[src/hw/rtl/fpa_pkg.sv]
// Shared types, codes and helpers for the fixed-partition allocator.
`timescale 1ns / 1ps

package fpa_pkg;

   // Partition count and derived widths
   localparam int NUM_PARTS = 16;
   localparam int IDX_W     = (NUM_PARTS > 1) ? $clog2(NUM_PARTS) : 1;
   localparam int CNT_W     = $clog2(NUM_PARTS + 1);

   // Field widths fixed by the interface
   localparam int MODE_W     = 2;
   localparam int PIDX_W     = 4;
   localparam int AMOUNT_W   = 16;
   localparam int PID_W      = 8;
   localparam int STATUS_W   = 3;
   localparam int GRANT_W    = 4;
   localparam int FREED_W    = 5;
   localparam int POLICY_W   = 2;
   localparam int LIMIT_W    = 5;
   localparam int CSR_IDX_W  = 1;
   localparam int CSR_DATA_W = 5;

   // Item modes
   localparam logic [MODE_W-1:0] MODE_LOAD    = 2'd0;
   localparam logic [MODE_W-1:0] MODE_ALLOC   = 2'd1;
   localparam logic [MODE_W-1:0] MODE_RELEASE = 2'd2;

   // Result status codes
   localparam logic [STATUS_W-1:0] STATUS_GRANTED  = 3'd0;
   localparam logic [STATUS_W-1:0] STATUS_NOFIT    = 3'd1;
   localparam logic [STATUS_W-1:0] STATUS_RELEASED = 3'd2;
   localparam logic [STATUS_W-1:0] STATUS_NONE     = 3'd3;
   localparam logic [STATUS_W-1:0] STATUS_LOADED   = 3'd4;

   // Fit policies; any other code acts as first fit
   localparam logic [POLICY_W-1:0] POLICY_FIRST = 2'd0;
   localparam logic [POLICY_W-1:0] POLICY_BEST  = 2'd1;
   localparam logic [POLICY_W-1:0] POLICY_WORST = 2'd2;

   // Register indexes
   localparam logic [CSR_IDX_W-1:0] CSR_FIT_POLICY = 1'd0;
   localparam logic [CSR_IDX_W-1:0] CSR_PARTS_USED = 1'd1;

   localparam logic [LIMIT_W-1:0] LIMIT_RESET = 5'd16;

   typedef struct packed {
      logic [MODE_W-1:0]   mode;
      logic [PIDX_W-1:0]   partition_index;
      logic [AMOUNT_W-1:0] amount;
      logic [PID_W-1:0]    process_id;
   } req_type;

   typedef struct packed {
      logic [STATUS_W-1:0] status;
      logic [GRANT_W-1:0]  granted_partition;
      logic [FREED_W-1:0]  freed_count;
   } rsp_type;

   // Search token that walks the chain one cell per cycle
   typedef struct packed {
      logic                valid;
      logic                is_release;
      logic [AMOUNT_W-1:0] amount;
      logic [PID_W-1:0]    pid;
      logic                found;
      logic [IDX_W-1:0]    pick;
      logic [AMOUNT_W-1:0] pick_size;
      logic [CNT_W-1:0]    freed;
   } probe_type;

   // Settings seen by every cell
   typedef struct packed {
      logic [POLICY_W-1:0] policy;
      logic [LIMIT_W-1:0]  limit;
   } cfg_type;

   // Size write broadcast
   typedef struct packed {
      logic                valid;
      logic [PIDX_W-1:0]   index;
      logic [AMOUNT_W-1:0] size;
   } load_type;

   // Ownership commit broadcast
   typedef struct packed {
      logic             valid;
      logic [IDX_W-1:0] index;
      logic [PID_W-1:0] owner;
   } grant_type;

   typedef enum logic [1:0] {
      FPA_IDLE,
      FPA_SCAN,
      FPA_FINISH
   } state_type;

   // Low four bits of a partition index, zero-extended when narrower
   function automatic logic [GRANT_W-1:0] idx_low4(logic [IDX_W-1:0] idx);
      logic [IDX_W+GRANT_W-1:0] wide;
      wide = {{GRANT_W{1'b0}}, idx};
      return wide[GRANT_W-1:0];
   endfunction

endpackage

[src/hw/rtl/fpa_cell.sv]
// One partition cell: holds size, busy and owner, and updates the passing search token.
`timescale 1ns / 1ps

module fpa_cell (
   input  logic                     clock,
   input  logic                     reset,
   input  logic [fpa_pkg::IDX_W-1:0] cell_index,
   input  fpa_pkg::cfg_type         cfg,
   input  fpa_pkg::load_type        load,
   input  fpa_pkg::grant_type       grant,
   input  fpa_pkg::probe_type       probe_prev,
   output fpa_pkg::probe_type       probe_next
);

   logic [fpa_pkg::AMOUNT_W-1:0] size_ff;
   logic                         busy_ff;
   logic                         busy_in;
   logic [fpa_pkg::PID_W-1:0]    owner_ff;
   fpa_pkg::probe_type           probe_ff;
   fpa_pkg::probe_type           probe_in;
   logic                         probe_valid_ff;

   logic in_range;
   logic fits;
   logic take;
   logic frees;

   // Decide what this cell does to the token
   always_comb begin
      in_range = 32'(cell_index) < 32'(cfg.limit);
      fits     = probe_prev.valid && !probe_prev.is_release && in_range && !busy_ff
                 && (size_ff >= probe_prev.amount);
      take     = 1'b0;
      if (fits) begin
         if (!probe_prev.found) begin
            take = 1'b1;
         end else if (cfg.policy == fpa_pkg::POLICY_BEST) begin
            take = size_ff < probe_prev.pick_size;
         end else if (cfg.policy == fpa_pkg::POLICY_WORST) begin
            take = size_ff > probe_prev.pick_size;
         end
      end
      frees = probe_prev.valid && probe_prev.is_release && in_range && busy_ff
              && (owner_ff == probe_prev.pid);

      probe_in = probe_prev;
      if (take) begin
         probe_in.found     = 1'b1;
         probe_in.pick      = cell_index;
         probe_in.pick_size = size_ff;
      end
      if (frees) begin
         probe_in.freed = probe_prev.freed + fpa_pkg::CNT_W'(1);
      end

      busy_in = busy_ff;
      if (grant.valid && (grant.index == cell_index)) begin
         busy_in = 1'b1;
      end else if (frees) begin
         busy_in = 1'b0;
      end
   end

   // Hold busy state
   always_ff @(posedge clock) begin
      if (reset) begin
         busy_ff        <= 1'b0;
         probe_valid_ff <= 1'b0;
      end else begin
         busy_ff        <= busy_in;
         probe_valid_ff <= probe_prev.valid;
      end
   end

   // Write size, owner and advance the token
   always_ff @(posedge clock) begin
      if (load.valid && (32'(load.index) == 32'(cell_index))) begin
         size_ff <= load.size;
      end
      if (grant.valid && (grant.index == cell_index)) begin
         owner_ff <= grant.owner;
      end
      probe_ff <= probe_in;
   end

   always_comb begin
      probe_next       = probe_ff;
      probe_next.valid = probe_valid_ff;
   end

endmodule

[src/hw/rtl/fpa_ctrl.sv]
// Sequencer: accepts items, launches the search token, commits grants and holds the result.
`timescale 1ns / 1ps

module fpa_ctrl (
   input  logic                          clock,
   input  logic                          reset,
   input  logic                          req_valid,
   output logic                          req_stall,
   input  fpa_pkg::req_type              req_payload,
   output logic                          rsp_valid,
   input  logic                          rsp_stall,
   output fpa_pkg::rsp_type              rsp_payload,
   input  logic                          csr_write_enable,
   input  logic [fpa_pkg::CSR_IDX_W-1:0] csr_index,
   input  logic [fpa_pkg::CSR_DATA_W-1:0] csr_write_data,
   output fpa_pkg::cfg_type              cfg,
   output fpa_pkg::load_type             load,
   output fpa_pkg::grant_type            grant,
   output fpa_pkg::probe_type            probe_launch,
   input  fpa_pkg::probe_type            probe_done
);

   fpa_pkg::state_type state_ff;
   fpa_pkg::state_type state_in;

   logic [fpa_pkg::POLICY_W-1:0] policy_ff;
   logic [fpa_pkg::LIMIT_W-1:0]  limit_ff;

   fpa_pkg::rsp_type   result_ff;
   fpa_pkg::rsp_type   result_in;
   logic               commit_ff;
   logic               commit_in;
   logic [fpa_pkg::IDX_W-1:0] commit_idx_ff;
   logic [fpa_pkg::IDX_W-1:0] commit_idx_in;
   logic [fpa_pkg::PID_W-1:0] commit_pid_ff;
   logic [fpa_pkg::PID_W-1:0] commit_pid_in;

   fpa_pkg::rsp_type rsp_ff;
   logic             rsp_valid_ff;
   logic             rsp_free;
   logic             rsp_load;
   logic             req_accept;
   logic             is_search;

   assign rsp_free   = !rsp_valid_ff || !rsp_stall;
   assign req_accept = req_valid && !req_stall;
   assign is_search  = (req_payload.mode == fpa_pkg::MODE_ALLOC)
                       || (req_payload.mode == fpa_pkg::MODE_RELEASE);

   // Next state
   always_comb begin
      state_in = state_ff;
      case (state_ff)
         fpa_pkg::FPA_IDLE: begin
            if (req_valid) begin
               state_in = is_search ? fpa_pkg::FPA_SCAN : fpa_pkg::FPA_FINISH;
            end
         end
         fpa_pkg::FPA_SCAN: begin
            if (probe_done.valid) begin
               state_in = fpa_pkg::FPA_FINISH;
            end
         end
         fpa_pkg::FPA_FINISH: begin
            if (rsp_free) begin
               state_in = fpa_pkg::FPA_IDLE;
            end
         end
         default: state_in = fpa_pkg::FPA_IDLE;
      endcase
   end

   // Outputs and result capture
   always_comb begin
      req_stall     = 1'b1;
      rsp_load      = 1'b0;
      result_in     = result_ff;
      commit_in     = commit_ff;
      commit_idx_in = commit_idx_ff;
      commit_pid_in = commit_pid_ff;

      probe_launch            = '0;
      probe_launch.is_release = (req_payload.mode == fpa_pkg::MODE_RELEASE);
      probe_launch.amount     = req_payload.amount;
      probe_launch.pid        = req_payload.process_id;

      load.index = req_payload.partition_index;
      load.size  = req_payload.amount;
      load.valid = 1'b0;

      grant.valid = 1'b0;
      grant.index = commit_idx_ff;
      grant.owner = commit_pid_ff;

      case (state_ff)
         fpa_pkg::FPA_IDLE: begin
            req_stall          = 1'b0;
            probe_launch.valid = req_valid && is_search;
            load.valid         = req_valid && (req_payload.mode == fpa_pkg::MODE_LOAD);
            commit_in          = 1'b0;
            result_in          = '0;
            result_in.status   = (req_payload.mode == fpa_pkg::MODE_LOAD)
                                 ? fpa_pkg::STATUS_LOADED : fpa_pkg::STATUS_NONE;
            commit_pid_in      = req_payload.process_id;
         end
         fpa_pkg::FPA_SCAN: begin
            if (probe_done.valid) begin
               result_in = '0;
               if (probe_done.is_release) begin
                  result_in.status      = (probe_done.freed != '0)
                                          ? fpa_pkg::STATUS_RELEASED : fpa_pkg::STATUS_NONE;
                  result_in.freed_count = fpa_pkg::FREED_W'(probe_done.freed);
               end else if (probe_done.found) begin
                  result_in.status            = fpa_pkg::STATUS_GRANTED;
                  result_in.granted_partition = fpa_pkg::idx_low4(probe_done.pick);
                  commit_in                   = 1'b1;
                  commit_idx_in               = probe_done.pick;
               end else begin
                  result_in.status = fpa_pkg::STATUS_NOFIT;
               end
            end
         end
         fpa_pkg::FPA_FINISH: begin
            rsp_load    = rsp_free;
            grant.valid = rsp_free && commit_ff;
         end
         default: begin
            req_stall = 1'b1;
         end
      endcase
   end

   // Control registers
   always_ff @(posedge clock) begin
      if (reset) begin
         state_ff     <= fpa_pkg::FPA_IDLE;
         rsp_valid_ff <= 1'b0;
         commit_ff    <= 1'b0;
         policy_ff    <= fpa_pkg::POLICY_FIRST;
         limit_ff     <= fpa_pkg::LIMIT_RESET;
      end else begin
         state_ff  <= state_in;
         commit_ff <= commit_in;
         if (rsp_load) begin
            rsp_valid_ff <= 1'b1;
         end else if (!rsp_stall) begin
            rsp_valid_ff <= 1'b0;
         end
         if (csr_write_enable) begin
            case (csr_index)
               fpa_pkg::CSR_FIT_POLICY: policy_ff <= csr_write_data[fpa_pkg::POLICY_W-1:0];
               fpa_pkg::CSR_PARTS_USED: limit_ff  <= csr_write_data[fpa_pkg::LIMIT_W-1:0];
               default: policy_ff <= policy_ff;
            endcase
         end
      end
   end

   // Payload registers
   always_ff @(posedge clock) begin
      result_ff     <= result_in;
      commit_idx_ff <= commit_idx_in;
      commit_pid_ff <= commit_pid_in;
      if (rsp_load) begin
         rsp_ff <= result_ff;
      end
   end

   assign rsp_valid   = rsp_valid_ff;
   assign rsp_payload = rsp_ff;
   assign cfg.policy  = policy_ff;
   assign cfg.limit   = limit_ff;

`ifndef ASSERT_OFF
   a_done_in_scan: assert property (@(posedge clock) disable iff (reset)
      probe_done.valid |-> state_ff == fpa_pkg::FPA_SCAN)
      else $error("search token left the chain outside a scan");

   a_accept_leaves_idle: assert property (@(posedge clock) disable iff (reset)
      req_accept |=> state_ff != fpa_pkg::FPA_IDLE)
      else $error("accepted item did not start work");

   a_grant_with_result: assert property (@(posedge clock) disable iff (reset)
      grant.valid |-> rsp_load && result_ff.status == fpa_pkg::STATUS_GRANTED)
      else $error("grant committed without a granted result");

   a_rsp_from_finish: assert property (@(posedge clock) disable iff (reset)
      $rose(rsp_valid_ff) |-> $past(state_ff) == fpa_pkg::FPA_FINISH)
      else $error("result appeared outside the finish step");
`endif

endmodule

[src/hw/rtl/fixed_partition_allocator_unit.sv]
// Top level of the fixed-partition allocator: sequencer plus a chain of partition cells.
`timescale 1ns / 1ps

// Fixed-partition allocator. Load items write partition sizes, allocate items grant a free
// partition large enough for the request (first, best or worst fit, ties to the lowest
// index), release items free every partition the given process owns; both searches cover
// only the partitions below the limit register. Each item returns one result. Load items
// and unknown modes go straight from acceptance to the finish step; allocate and release
// items first pass the search token along the chain of partition cells one cell per cycle,
// then decide the result, then commit the grant and present the result. One item is worked
// on at a time; the next item is accepted while a finished result still waits to be taken.
// Write configuration only while no item is in flight; a write is applied at once.

module fixed_partition_allocator_unit (
   input  logic                           clock,
   input  logic                           reset,
   input  logic                           req_valid,
   output logic                           req_stall,
   input  fpa_pkg::req_type               req_payload,
   output logic                           rsp_valid,
   input  logic                           rsp_stall,
   output fpa_pkg::rsp_type               rsp_payload,
   input  logic                           csr_write_enable,
   input  logic [fpa_pkg::CSR_IDX_W-1:0]  csr_index,
   input  logic [fpa_pkg::CSR_DATA_W-1:0] csr_write_data
);

   fpa_pkg::cfg_type   cfg;
   fpa_pkg::load_type  load;
   fpa_pkg::grant_type grant;
   fpa_pkg::probe_type chain [fpa_pkg::NUM_PARTS+1];

   // Sequence items
   fpa_ctrl u_ctrl (
      .clock            (clock),
      .reset            (reset),
      .req_valid        (req_valid),
      .req_stall        (req_stall),
      .req_payload      (req_payload),
      .rsp_valid        (rsp_valid),
      .rsp_stall        (rsp_stall),
      .rsp_payload      (rsp_payload),
      .csr_write_enable (csr_write_enable),
      .csr_index        (csr_index),
      .csr_write_data   (csr_write_data),
      .cfg              (cfg),
      .load             (load),
      .grant            (grant),
      .probe_launch     (chain[0]),
      .probe_done       (chain[fpa_pkg::NUM_PARTS])
   );

   // Build the cell chain
   for (genvar g = 0; g < fpa_pkg::NUM_PARTS; g++) begin : g_cell
      fpa_cell u_cell (
         .clock      (clock),
         .reset      (reset),
         .cell_index (fpa_pkg::IDX_W'(g)),
         .cfg        (cfg),
         .load       (load),
         .grant      (grant),
         .probe_prev (chain[g]),
         .probe_next (chain[g+1])
      );
   end

endmodule

[config.mk]
export PLATFORM = sky130hd
export DESIGN_NAME = fixed_partition_allocator_unit
export DESIGN_NICKNAME = d
export VERILOG_FILES = /design/src/hw/rtl/fpa_pkg.sv /design/src/hw/rtl/fpa_cell.sv /design/src/hw/rtl/fpa_ctrl.sv /design/src/hw/rtl/fixed_partition_allocator_unit.sv
export SDC_FILE = /design/constraint.sdc
export NUM_CORES = 2
export LEC_CHECK = 0
export BUFFER_PORTS_ARGS = -buffer_cell sky130_fd_sc_hd__buf_2
export CORE_ASPECT_RATIO = 0.5
export CORE_UTILIZATION = 45
export CTS_BUF_LIST = sky130_fd_sc_hd__clkbuf_8 sky130_fd_sc_hd__clkbuf_16
export DETAILED_ROUTE_END_ITERATION = 8
export PLACE_DENSITY_LB_ADDON = 0.05
export REMOVE_ABC_BUFFERS = 1
export SLEW_MARGIN = 25
export SYNTH_ARGS = -nofsm -noshare
export SYNTH_HDL_FRONTEND = slang
export SYNTH_SLANG_ARGS = --single-unit
[constraint.sdc]
create_clock -name clock -period 4.35 [get_ports clock]
set_input_delay 0.87 -clock clock [delete_from_list [all_inputs] [get_ports clock]]
set_output_delay 0.87 -clock clock [all_outputs]
set_load 0.03 [all_outputs]
==> flow_summary_export.csv <==
group,metric,value,unit
run_status,outcome,"finished, final reports clean",
die,die-area,108000,sq um
setup_path,crit_fanout,12,
sta,worst_pin_slew,1.04,ns
die,row_count,84,
global_route,grt_overflow,0,
drt,firstDrtPassIters,5,
synthesis,syn_area_per_cell,12.5,sq um
power,power,23.1,mW
power,leakagePower,22.3,nW
drt,route.met2.wl,50600,um
cells_and_area,layout.nets,4597,
global_route,grt_first_pass_wirelength,175000,um
sta,hold_viol,0,
cells_and_area,seqCellArea,28500,sq um
cts,cts_sinks,1214,
synthesis,async_flop_share,0,%
cts,cts_hold_buf,0,
power,internal-power,17.9,mW
synthesis,yosysWarningCount,0,
cells_and_area,final_area,54100,sq um
sta,setup_viol,0,
sta,rsz0062_at_grt,"no",
drt,wl_met1,57500,um
setup_path,path_class,"flop to flop",
synthesis,synth_top_cell_by_area,"dfxtp_1",
drt,drt_iter0_markers,1850,
drt,finalWirelength,116000,um
cells_and_area,multiInputGateArea,17500,sq um
cells_and_area,layout-drive-gt1-share,13.9,%
cts,cts.path.max_buffers,3,
synthesis,synthCells,3860,
die,ios,55,
synthesis,ys_seq_area_share,59.3,%
global_route,antenna_found_initial,6,
cts,cts_made_buffers,105,
setup_path,cp.required,4.94,ns
sta,slew_headroom,29.9,%
synthesis,synth_seq_cells,1214,
synthesis,netlist_area,48100,sq um
placement,hpwl,86700,um
synthesis,synth_top_flop_cell,"dfxtp_1",
sta,holdWs,0.325,ns
cells_and_area,nFillCells,9156,
sta,finalMaxSlewViolations,0,
drt,maxUsedRoutingLayer,"met4",
cts,path_clk_slew,0.07,ns
placement,place_area,50400,sq um
cts,cts_tree,"built",
cts,ctsHtreeMaxLevel,3,
sta,fmax,269,MHz
drt,wl_met3,5780,um
synthesis,ys_top_cells_by_area,"dfxtp_1, edfxtp_1, ha_1",
die,design.core.area,105000,sq um
global_route,grt_max_degree,44,
drt,drc_errors,0,
setup_path,worst_ep_arrival_time,4.31,ns
drt,wl_per_cell,20.9,um
power,switching_share,22.5,%
sta,fin_skew,0.0269,ns
drt,viasPerCell,5.05,
global_route,track_usage,21.7,%
cts,clk-insertion-delay-late,0.73,ns
power,clockPowerShare,42.4,%
power,power_frac_seq,53.5,%
cells_and_area,final_cell_mix,"dfxtp_1, inv_1, ha_1, edfxtp_1, mux2_2",
run,maxCapViolCount,0,
power,power_density,427,nW/um^2
sta,period_share,85.5,%
sta,fin_setup_tns,0,ns
cts,cts_root_buf,"clkbuf_16",
worst_hold_path,hold_path_class,"primary input to flop",
synthesis,synth_cell_type_count,66,
power,p_comb_share,4.1,%
power,p_sw,5.21,mW
cells_and_area,area_growth,12.6,%
drt,ant_nets,0,
synthesis,synth_edf_count,420,
placement,port_buffers,54,
global_route,grt_pass1_vias,28000,
drt,dr_total_vias,28100,
cts,cts_setup_buffers,0,
setup_path,end_kind,"flop",
placement,routabilityCongestion,0.853,
setup_path,crit_path_start_kind,"flop",
cts,cts-resized-gates,0,
die,die_y,233,um
die,start_util,45.6,%
setup_path,rrSetupSlack,0.63,ns
power,peakVddDrop,0.324,mV
synthesis,synth.top_cell.area_share,33.1,%
cells_and_area,layout_commonest_cell,"dfxtp_1",
sta,min_period,3.72,ns
die,die_w,464,um
stage by stage:
step / std cells / setup slack, ns / utilization (%)
detailed placement: 5355 / 0.657 / 47.8
global route: 5557 / 0.388 / 51.3
finish: 5557 / 0.632 / 51.3
global placement: 5354 / 0.465 / 47.8
floorplan: 3821 / 0.718 / -
CTS: 5555 / 0.601 / 51.3
area by class of cell:
| class | count | share of cell area (%) |
|---|---|---|
| flip-flops and latches | 1214 | 52.7 |
| inverters | 508 | 3.52 |
| well taps | 1419 | 3.28 |
| clock inverters | 73 | 1.16 |
| multi-input cells | 2099 | 32.4 |
| repair buffers | 116 | 1.40 |
| clock buffers | 127 | 5.62 |
| diodes | 1 | 0.00462 |
flip-flops by register name (all words and copies together), names as in the netlist:
name                          count
g_cell.u_cell.probe_next        751
g_cell.u_cell.size_ff           256
g_cell.u_cell.owner_ff          128
g_cell.u_cell.busy_ff            16
g_cell.u_cell.probe_valid_ff     16
u_ctrl.result_ff                 12
u_ctrl.rsp_payload               12
u_ctrl.commit_pid_ff              8
u_ctrl.limit_ff                   5
u_ctrl.commit_idx_ff              4
u_ctrl.policy_ff                  2
u_ctrl.state_ff                   2
u_ctrl.commit_ff                  1
u_ctrl.rsp_valid                  1
power by group through the flow:
stage          Combinational [mW]  Clock (mW)  Sequential, mW
3_5_place_dp                0.947           0            12.6
3_3_place_gp                0.925           0            12.6
2_1_floorplan               0.588           0            12.5
4_1_cts                     0.956        10.1            12.4
5_1_grt                      1.08        10.6            12.4
6_report                    0.953        9.80            12.4
cell families after synthesis:
family                     Yosys count  share of synthesized area (%)
AOI/OAI and AO/OA                  449                           6.10
xor gates and xnor gates           179                           3.26
adders and majority gates          512                           13.3
buffers and inverters              547                           4.40
DFF                               1214                           59.3
muxes                              240                           5.83
and+or+nand+nor                    719                           7.76
synthesized netlist by cell type, drive strengths merged (47+ instances only):
cell type and count:
dfxtp 794, ha 512, inv 508, edfxtp 420, mux2 235, a21oi 193, nor2 139, nand2 120
nand4 113, xnor2 111, nand3 97, nor2b 72, o21ai 72, xor2 68, a21o 47
final timing paths:
check	start	to	cells after the start
hold / removal	req_payload[4]	g_cell[0].u_cell.probe_next[30]$_DFF_P_	1
hold reg to reg	g_cell[4].u_cell.probe_next[36]$_DFF_P_	g_cell[5].u_cell.probe_next[36]$_DFF_P_	0
setup / recovery	g_cell[11].u_cell.size_ff[15]$_DFFE_PP_	g_cell[11].u_cell.probe_next[8]$_DFF_P_	9
setup reg to reg	g_cell[11].u_cell.size_ff[15]$_DFFE_PP_	g_cell[11].u_cell.probe_next[8]$_DFF_P_	9
worst max-delay path, stage by stage, from the launching register on:
cell and delay, ns:
edfxtp_1 0.44, ha_1 0.35, nand2_1 0.06, o21ai_0 0.33, a41oi_1 0.18, nor4_1 0.68
o31ai_1 0.25, a311oi_2 0.59, buf_4 0.34, mux2_2 0.36
layer usage:
metal  global-route usage (%)  vias to the layer above
met5                        0                        -
met4                     5.26                        0
met3                     4.47                      164
met2                     33.3                      467
met1                     31.3                    13500
li1                         -                    13900
Power figures use the tool's default switching activity.
